$ cat src/hw/rtl/rrol_pkg.sv
// ----------------------------------------------------------------------------
// rrol_pkg: shared types and constants of the record ring offset lookup
// Item and result layouts, the lookup probe passed between cells, and the
// controller state type.
// ----------------------------------------------------------------------------
package rrol_pkg;

   localparam int HANDLE_BITS = 32;
   localparam int SIZE_BITS   = 16;
   localparam int OFS_BITS    = 20;
   localparam int SLOT_BITS   = 4;
   localparam int HELD_BITS   = 20;

   localparam logic MODE_ADD  = 1'b0;
   localparam logic MODE_FIND = 1'b1;

   typedef struct packed {
      logic                   mode;
      logic [HANDLE_BITS-1:0] entry_handle;
      logic [SIZE_BITS-1:0]   entry_size;
      logic [OFS_BITS-1:0]    byte_offset;
   } req_type;

   typedef struct packed {
      logic                   evicted_valid;
      logic [HANDLE_BITS-1:0] evicted_handle;
      logic                   found;
      logic [SLOT_BITS-1:0]   slot_index;
      logic [HANDLE_BITS-1:0] found_handle;
      logic [SIZE_BITS-1:0]   byte_in_entry;
      logic [HELD_BITS-1:0]   bytes_held;
   } rsp_type;

   // Lookup probe: remaining byte offset walking from cell to cell
   typedef struct packed {
      logic                valid;
      logic [OFS_BITS-1:0] rem;
   } probe_type;

   typedef enum logic {
      ST_IDLE,
      ST_WALK
   } state_type;

endpackage

$ cat src/hw/rtl/rrol_cell.sv
// ----------------------------------------------------------------------------
// rrol_cell: one ring slot
// Holds a record's handle and length. A lookup probe parked here either hits
// (remaining offset below the length) or moves on with the length taken off.
// ----------------------------------------------------------------------------
module rrol_cell #(
   parameter int LEN_BITS = 16
) (
   input  logic                              clock,
   input  logic                              reset,
   input  logic                              wr_en,
   input  logic [rrol_pkg::HANDLE_BITS-1:0]  wr_handle,
   input  logic [LEN_BITS-1:0]               wr_len,
   input  rrol_pkg::probe_type               inject,
   input  rrol_pkg::probe_type               upstream,
   output rrol_pkg::probe_type               downstream,
   output logic                              hit,
   output logic [rrol_pkg::OFS_BITS-1:0]     hit_rem,
   output logic [rrol_pkg::HANDLE_BITS-1:0]  handle,
   output logic [LEN_BITS-1:0]               len
);

   localparam int W = (LEN_BITS > rrol_pkg::OFS_BITS) ? LEN_BITS : rrol_pkg::OFS_BITS;

   rrol_pkg::probe_type              probe_ff, probe_in;
   logic [rrol_pkg::HANDLE_BITS-1:0] handle_ff;
   logic [LEN_BITS-1:0]              len_ff;
   logic [W-1:0]                     rem_w, len_w;

   always_comb begin
      probe_in.valid = inject.valid | upstream.valid;
      probe_in.rem   = inject.valid ? inject.rem : upstream.rem;
   end

   always_comb begin
      rem_w           = W'(probe_ff.rem);
      len_w           = W'(len_ff);
      hit             = probe_ff.valid && (rem_w < len_w);
      downstream.valid = probe_ff.valid && !hit;
      downstream.rem  = rrol_pkg::OFS_BITS'(rem_w - len_w);
   end

   assign hit_rem = probe_ff.rem;
   assign handle  = handle_ff;
   assign len     = len_ff;

   always_ff @(posedge clock) begin
      if (reset) begin
         probe_ff <= '0;
         len_ff   <= '0;
      end else begin
         probe_ff <= probe_in;
         if (wr_en) begin
            len_ff <= wr_len;
         end
      end
   end

   always_ff @(posedge clock) begin
      if (wr_en) begin
         handle_ff <= wr_handle;
      end
   end

endmodule

$ cat src/hw/rtl/record_ring_offset_lookup.sv
// ----------------------------------------------------------------------------
// record_ring_offset_lookup: ring of records with byte offset lookup
// Holds up to DEPTH records (handle, length) and maps a byte offset into the
// oldest-first concatenation of records back to its slot and handle.
// ----------------------------------------------------------------------------
// Usage:
//   Drive req_item and raise start; the item transfers at a rising edge with
//   start high and busy low. Every item yields one result, shown on rsp_item
//   for exactly one cycle with rsp_valid high; the receiver cannot stall it.
//   An add writes the record at the write position, evicting the oldest one
//   when the ring is full, and its result shows in the cycle after the
//   transfer; busy stays low, so adds may be issued every cycle.
//   A lookup whose offset is not below the bytes held answers in the cycle
//   after the transfer. Otherwise a probe is placed in the oldest slot's cell
//   and moves one cell per cycle along the ring of cells; busy stays high
//   while it walks, from the oldest slot up to the one holding the offset,
//   and the result shows in the cycle after the last walk cycle.
//   Reset empties the ring, clears all lengths and the byte total, and drops
//   any lookup in flight; handles are not cleared.
// ----------------------------------------------------------------------------
module record_ring_offset_lookup #(
   parameter int DEPTH    = 16,
   parameter int LEN_BITS = 16
) (
   input  logic              clock,
   input  logic              reset,
   input  logic              start,
   output logic              busy,
   input  rrol_pkg::req_type req_item,
   output logic              rsp_valid,
   output rrol_pkg::rsp_type rsp_item
);

   localparam int PTR_BITS  = (DEPTH > 1) ? $clog2(DEPTH) : 1;
   localparam int TOT_RAW   = LEN_BITS + PTR_BITS + 1;
   localparam int TOT_BITS  = (TOT_RAW > rrol_pkg::OFS_BITS + 1) ? TOT_RAW
                                                                  : rrol_pkg::OFS_BITS + 1;
   localparam logic [PTR_BITS-1:0] LAST_PTR = PTR_BITS'(DEPTH - 1);

   rrol_pkg::state_type         state_ff, state_in;
   logic [PTR_BITS-1:0]         wr_pos_ff, wr_pos_in, rd_pos_ff, rd_pos_in;
   logic                        full_ff, full_in;
   logic [TOT_BITS-1:0]         total_ff, total_in;
   logic                        rsp_valid_ff, rsp_valid_in;
   rrol_pkg::rsp_type           rsp_ff, rsp_in;

   logic                        accept, do_add, do_find, in_range;
   logic [LEN_BITS-1:0]         new_len;
   logic [PTR_BITS-1:0]         wr_pos_next;

   rrol_pkg::probe_type         inject    [DEPTH];
   rrol_pkg::probe_type         fwd       [DEPTH];
   logic                        wr_sel    [DEPTH];
   logic [DEPTH-1:0]            hit_vec;
   logic [DEPTH-1:0]            probe_vec;
   logic [rrol_pkg::OFS_BITS-1:0]    cell_rem    [DEPTH];
   logic [rrol_pkg::HANDLE_BITS-1:0] cell_handle [DEPTH];
   logic [LEN_BITS-1:0]              cell_len    [DEPTH];

   logic [rrol_pkg::HANDLE_BITS-1:0] old_handle, hit_handle;
   logic [LEN_BITS-1:0]              old_len;
   logic [rrol_pkg::OFS_BITS-1:0]    hit_rem;
   logic [PTR_BITS-1:0]              hit_slot;
   logic                             any_hit;

   assign accept   = start && !busy;
   assign do_add   = accept && (req_item.mode == rrol_pkg::MODE_ADD);
   assign do_find  = accept && (req_item.mode == rrol_pkg::MODE_FIND);
   assign in_range = TOT_BITS'(req_item.byte_offset) < total_ff;
   assign new_len  = LEN_BITS'({16'b0, req_item.entry_size});
   assign wr_pos_next = (wr_pos_ff == LAST_PTR) ? '0 : wr_pos_ff + 1'b1;

   // ---- row of cells ----
   for (genvar i = 0; i < DEPTH; i++) begin : g_cell
      always_comb begin
         wr_sel[i]       = do_add && (wr_pos_ff == PTR_BITS'(i));
         inject[i].valid = do_find && in_range && (rd_pos_ff == PTR_BITS'(i));
         inject[i].rem   = req_item.byte_offset;
         probe_vec[i]    = fwd[i].valid;
      end

      rrol_cell #(
         .LEN_BITS (LEN_BITS)
      ) u_cell (
         .clock      (clock),
         .reset      (reset),
         .wr_en      (wr_sel[i]),
         .wr_handle  (req_item.entry_handle),
         .wr_len     (new_len),
         .inject     (inject[i]),
         .upstream   (fwd[(i + DEPTH - 1) % DEPTH]),
         .downstream (fwd[i]),
         .hit        (hit_vec[i]),
         .hit_rem    (cell_rem[i]),
         .handle     (cell_handle[i]),
         .len        (cell_len[i])
      );
   end

   // Collect the overwritten record and the hitting cell (both one-hot)
   always_comb begin
      old_handle = '0;
      old_len    = '0;
      hit_handle = '0;
      hit_rem    = '0;
      hit_slot   = '0;
      for (int i = 0; i < DEPTH; i++) begin
         if (wr_pos_ff == PTR_BITS'(i)) begin
            old_handle = cell_handle[i];
            old_len    = cell_len[i];
         end
         if (hit_vec[i]) begin
            hit_handle = cell_handle[i];
            hit_rem    = cell_rem[i];
            hit_slot   = PTR_BITS'(i);
         end
      end
      any_hit = |hit_vec;
   end

   // ---- controller ----
   always_comb begin
      state_in     = state_ff;
      wr_pos_in    = wr_pos_ff;
      rd_pos_in    = rd_pos_ff;
      full_in      = full_ff;
      total_in     = total_ff;
      rsp_valid_in = 1'b0;
      rsp_in       = '0;
      busy         = (state_ff == rrol_pkg::ST_WALK);

      unique case (state_ff)
         rrol_pkg::ST_IDLE: begin
            if (do_add) begin
               total_in  = total_ff - (full_ff ? TOT_BITS'(old_len) : '0)
                           + TOT_BITS'(new_len);
               wr_pos_in = wr_pos_next;
               if (full_ff) begin
                  rd_pos_in = wr_pos_next;
               end
               full_in = full_ff || (wr_pos_next == rd_pos_ff);
               rsp_valid_in          = 1'b1;
               rsp_in.evicted_valid  = full_ff;
               rsp_in.evicted_handle = full_ff ? old_handle : '0;
               rsp_in.bytes_held     = total_in[rrol_pkg::HELD_BITS-1:0];
            end else if (do_find) begin
               if (in_range) begin
                  state_in = rrol_pkg::ST_WALK;
               end else begin
                  rsp_valid_in      = 1'b1;
                  rsp_in.bytes_held = total_ff[rrol_pkg::HELD_BITS-1:0];
               end
            end
         end
         rrol_pkg::ST_WALK: begin
            if (any_hit) begin
               state_in             = rrol_pkg::ST_IDLE;
               rsp_valid_in         = 1'b1;
               rsp_in.found         = 1'b1;
               rsp_in.slot_index    = rrol_pkg::SLOT_BITS'(hit_slot);
               rsp_in.found_handle  = hit_handle;
               rsp_in.byte_in_entry = rrol_pkg::SIZE_BITS'(hit_rem);
               rsp_in.bytes_held    = total_ff[rrol_pkg::HELD_BITS-1:0];
            end
         end
         default: begin
            state_in = rrol_pkg::ST_IDLE;
         end
      endcase
   end

   always_ff @(posedge clock) begin
      if (reset) begin
         state_ff     <= rrol_pkg::ST_IDLE;
         wr_pos_ff    <= '0;
         rd_pos_ff    <= '0;
         full_ff      <= 1'b0;
         total_ff     <= '0;
         rsp_valid_ff <= 1'b0;
      end else begin
         state_ff     <= state_in;
         wr_pos_ff    <= wr_pos_in;
         rd_pos_ff    <= rd_pos_in;
         full_ff      <= full_in;
         total_ff     <= total_in;
         rsp_valid_ff <= rsp_valid_in;
      end
   end

   always_ff @(posedge clock) begin
      rsp_ff <= rsp_in;
   end

   assign rsp_valid = rsp_valid_ff;
   assign rsp_item  = rsp_ff;

   // ---- assertions ----
   a_one_hit: assert property (@(posedge clock) disable iff (reset)
      $onehot0(hit_vec))
      else $error("more than one cell hit");

   a_one_probe: assert property (@(posedge clock) disable iff (reset)
      $onehot0(probe_vec))
      else $error("more than one probe in flight");

   a_no_rsp_while_walk: assert property (@(posedge clock) disable iff (reset)
      busy |-> !rsp_valid)
      else $error("result strobe during walk");

   a_transfer_answers: assert property (@(posedge clock) disable iff (reset)
      accept |=> (rsp_valid || busy))
      else $error("transfer produced neither result nor walk");

   a_full_ptrs: assert property (@(posedge clock) disable iff (reset)
      full_ff |-> (wr_pos_ff == rd_pos_ff))
      else $error("full ring with unequal pointers");

endmodule
$ cat config.mk
export PLATFORM = sky130hd
export DESIGN_NAME = record_ring_offset_lookup
export DESIGN_NICKNAME = d
export VERILOG_FILES = /design/src/hw/rtl/rrol_pkg.sv /design/src/hw/rtl/rrol_cell.sv /design/src/hw/rtl/record_ring_offset_lookup.sv
export SDC_FILE = /design/constraint.sdc
export NUM_CORES = 2
export LEC_CHECK = 0
export BUFFER_PORTS_ARGS = -buffer_cell sky130_fd_sc_hd__buf_2
export CELL_PAD_IN_SITES_DETAIL_PLACEMENT = 1
export CELL_PAD_IN_SITES_GLOBAL_PLACEMENT = 2
export CORE_ASPECT_RATIO = 0.9
export CORE_MARGIN = 5
export CORE_UTILIZATION = 41
export CTS_BUF_LIST = sky130_fd_sc_hd__clkbuf_8
export CTS_CLUSTER_DIAMETER = 150
export DETAILED_ROUTE_END_ITERATION = 7
export PLACE_DENSITY_LB_ADDON = 0.2
export SKIP_CTS_REPAIR_TIMING = 1
export SLEW_MARGIN = 20
export SYNTH_ARGS = -nofsm -noshare
export SYNTH_HDL_FRONTEND = slang
export SYNTH_SLANG_ARGS = --single-unit
$ cat constraint.sdc
create_clock -name clock -period 7.52 [get_ports clock]
set_input_delay 1.504 -clock clock [delete_from_list [all_inputs] [get_ports clock]]
set_output_delay 1.504 -clock clock [all_outputs]
set_load 0.02 [all_outputs]
==> flow_summary.toml <==
[logic_synthesis]
syn_area_mm2 = 0.06717
ys_warn_count = 0
synth_ff_type = "dfxtp_1"
seq_area_frac_synth_pct = 44.64
syn_inst = 7760
ys_ff_latch = 1242
synth_edf_count = 512
syn_avg_cell_area_um2 = 8.656
synthArstFlopShare_pct = 0
syn-num-nets = 8164
netlist-cell-type-count = 90

[global_route]
antenna_found_initial = 33
grt_remaining_overflow = 0
grt_pass1_vias = 63400
grt_pass1_wl_um = 472500
grt.total_usage_pct = 37.69
grt_max_degree = 181

[timing]
period_minus_slack_ns = 7.130
fmax_mhz = 140.2
maxSlewHeadroom_pct = 22.74
fin_crit_sh_pct = 94.82
tightest_slew_ns = 1.154
hold_viol_final = 0
finalSetupViolCount = 0
rsz0062_at_grt = "no"
setup_ws_ns = 0.3896
finalMaxSlewViolations = 0
finClkSkew_ns = 0.06743
setup_tns_ns = 0

[clock_network]
cts_made_buffers = 215
cts.htree.levels = 4
clk_latency_ns = 1.00
clock_path_buffers = 3
clkSinkCount = 1242
cts_tree = "built"
root_buffer = "clkbuf_8"
path_clk_slew_ns = 0.06

[drt]
drc = 0
detail-route-antenna-nets = 0
via_count = 65140
maxUsedRoutingLayer = "met5"
wl_met1_um = 146000
met2WireLength_um = 135300
drt_first_pass_iters = 6
avgRoutedWirePerCell_um = 33.25
route.met3.wl_um = 38560
via_per_inst = 6.426
wirelength_um = 337000
drtIter0Drc = 7789

[power]
p_leak_nw = 27.59
max-vdd-ir-drop_uv = 172.1
power_density_mw_per_mm2 = 309.4

[placed_design]
place.gp.congestion = 0.9649
port_buffers = 179
post-place-ws_ns = 0.7155
dp_hpwl_um = 233200

[final_layout]
fill_cells = 19090
syn2layout_area_growth_pct = 11.78
layout.nets = 8200
drive_gt1_share_pct = 10.34
final_util_pct = 45.91

[floorplanning]
die_h_um = 394.0
die_w_um = 436.7
io_pins = 180
rows = 141
initial_core_util_pct = 41.07
dieArea_mm2 = 0.1720
core_mm2 = 0.1635

[worst_setup_path]
critPathMaxFanout = 17
cp.arrival_ns = 8.02
slowest_delay_ns = 0.56
cp_slowest_cell = "a211oi_1"
critPathLaunchType = "flip-flop"
required_ns = 8.41
critPathKind = "reg -> reg"
endpoint_kind = "flip-flop"

[min_path]
hp-class = "reg -> reg"

[outcome]
outcome = "completed"

[run]
drv_cap = 0
-- worst max-delay path, delay by kind of cell (launching register included) --
kind | cells | cell delay, ns
AOI/OAI and AO/OA | 14 | 4.13
adders and majority gates | 3 | 1.06
and+or+nand+nor | 4 | 0.83
buffers and inverters | 3 | 0.44
DFF | 1 | 0.38
xor gates and xnor gates | 1 | 0.17
-- flip-flops by register name (all words and copies together), names as in the netlist --
| name | count |
|---|---|
| g_cell.u_cell.len | 256 |
| g_cell.u_cell.handle | 512 |
| g_cell.u_cell.hit_rem | 320 |
| g_cell.u_cell.probe_ff | 16 |
| rd_pos_ff | 4 |
| full_ff | 1 |
| wr_pos_ff | 4 |
| rsp_valid | 1 |
| rsp_item | 106 |
| busy | 1 |
| total_ff | 21 |
-- power breakdown --
part           switching, W  internal [W]  total, W
sequential         0.000752       0.00762   0.00838
combinational       0.00481       0.00333   0.00814
clock               0.00319       0.00353   0.00672
-- placed cells by master (no fill, tap or decap), types with 65 or more instances in the layout --
master	n
a211oi_1	265
a21o_1	73
a21oi_1	829
a221oi_1	211
a31oi_1	65
buf_2	178
buf_4	180
clkbuf_8	261
dfxtp_1	730
edfxtp_1	512
ha_1	300
inv_1	467
nand2_1	1162
nand3_1	250
nor2_1	636
nor3_1	145
o21ai_0	262
o22ai_1	112
xnor2_1	167
xor2_1	88
-- metal layers --
metal | vias up | global-route usage [%]
li1 | 28080 | -
met1 | 32680 | 53.79
met2 | 3568 | 53.02
met3 | 783 | 10.66
met4 | 22 | 16.07
met5 | - | 0.3893
-- metrics by stage --
stage,instances,area [um2],hold slack [ns],total power [W]
2_1_floorplan,7760,67170,0.4324,0.01396
3_3_place_gp,9723,70470,0.4410,0.01627
3_5_place_dp,9723,70470,0.4468,0.01639
4_1_cts,10120,75020,0.4552,0.02310
5_1_grt,10130,75070,0.4689,0.02433
6_report,10140,75080,0.4545,0.02323
-- cells by family after synthesis --
group | Yosys count | share of synthesized area, %
DFF | 1242 | 44.64
adders and majority gates | 332 | 6.542
xor gates and xnor gates | 255 | 3.325
buffers and inverters | 961 | 5.439
and+or+nand+nor | 2632 | 17.26
muxes | 21 | 0.3129
AOI/OAI and AO/OA | 2317 | 22.48
-- synthesized netlist by cell type, types with 22 or more instances --
| library cell | n | area, um2 |
|---|---|---|
| or2_2 | 25 | 156.4 |
| a221oi_1 | 211 | 1848 |
| buf_1 | 59 | 221.5 |
| a211oi_1 | 269 | 2019 |
| or3_1 | 56 | 350.3 |
| a22oi_1 | 46 | 345.3 |
| o21a_1 | 64 | 480.5 |
| nor2b_1 | 56 | 350.3 |
| xor2_1 | 88 | 770.7 |
| a21o_1 | 73 | 548.0 |
| inv_1 | 396 | 1486 |
| o221ai_1 | 58 | 508.0 |
| nand4_1 | 24 | 150.1 |
| dfxtp_1 | 730 | 14610 |
| o22ai_1 | 112 | 700.7 |
| a211o_1 | 27 | 236.5 |
| fa_1 | 32 | 640.6 |
| a31oi_1 | 66 | 412.9 |
| nor2_1 | 641 | 2406 |
| a2111oi_0 | 23 | 201.4 |
| nand2_1 | 1166 | 4377 |
| o211ai_1 | 28 | 210.2 |
| o31ai_1 | 45 | 337.8 |
| o21ai_0 | 264 | 1321 |
| buf_2 | 34 | 170.2 |
| nor4_1 | 39 | 244.0 |
| ha_1 | 300 | 3754 |
| and3_1 | 60 | 375.4 |
| nand2b_1 | 63 | 394.1 |
| xnor2_1 | 167 | 1463 |
| nor3_1 | 149 | 745.7 |
| edfxtp_1 | 512 | 15370 |
| and2_1 | 24 | 150.1 |
| a31o_2 | 22 | 192.7 |
| a21oi_1 | 834 | 4174 |
| nand3_1 | 251 | 1256 |
| clkbuf_1 | 455 | 1708 |
-- layout make-up --
| cell class | instances | area, um2 | area share, % |
|---|---|---|---|
| clock buffers | 260 | 3578 | 4.766 |
| clock inverters | 139 | 969.7 | 1.291 |
| well taps | 2145 | 2684 | 3.574 |
| inverters | 412 | 1559 | 2.076 |
| diodes | 13 | 32.53 | 0.04333 |
| flip-flops and latches | 1242 | 29990 | 39.94 |
| multi-input cells | 5557 | 33840 | 45.07 |
| repair buffers | 368 | 2431 | 3.238 |
-- path summary, 6_finish.rpt --
path	startpoint	endpoint	slack, ns	cells after the start
min reg2reg	g_cell[11].u_cell.len[9]$_SDFFE_PP0P_	g_cell[11].u_cell.len[9]$_SDFFE_PP0P_	0.45	2
max	wr_pos_ff[1]$_SDFFE_PP0P_	total_ff[19]$_SDFFE_PP0P_	0.39	25
min	g_cell[11].u_cell.len[9]$_SDFFE_PP0P_	g_cell[11].u_cell.len[9]$_SDFFE_PP0P_	0.45	2
max reg2reg	wr_pos_ff[1]$_SDFFE_PP0P_	total_ff[19]$_SDFFE_PP0P_	0.39	25
Power figures use the tool's default switching activity.
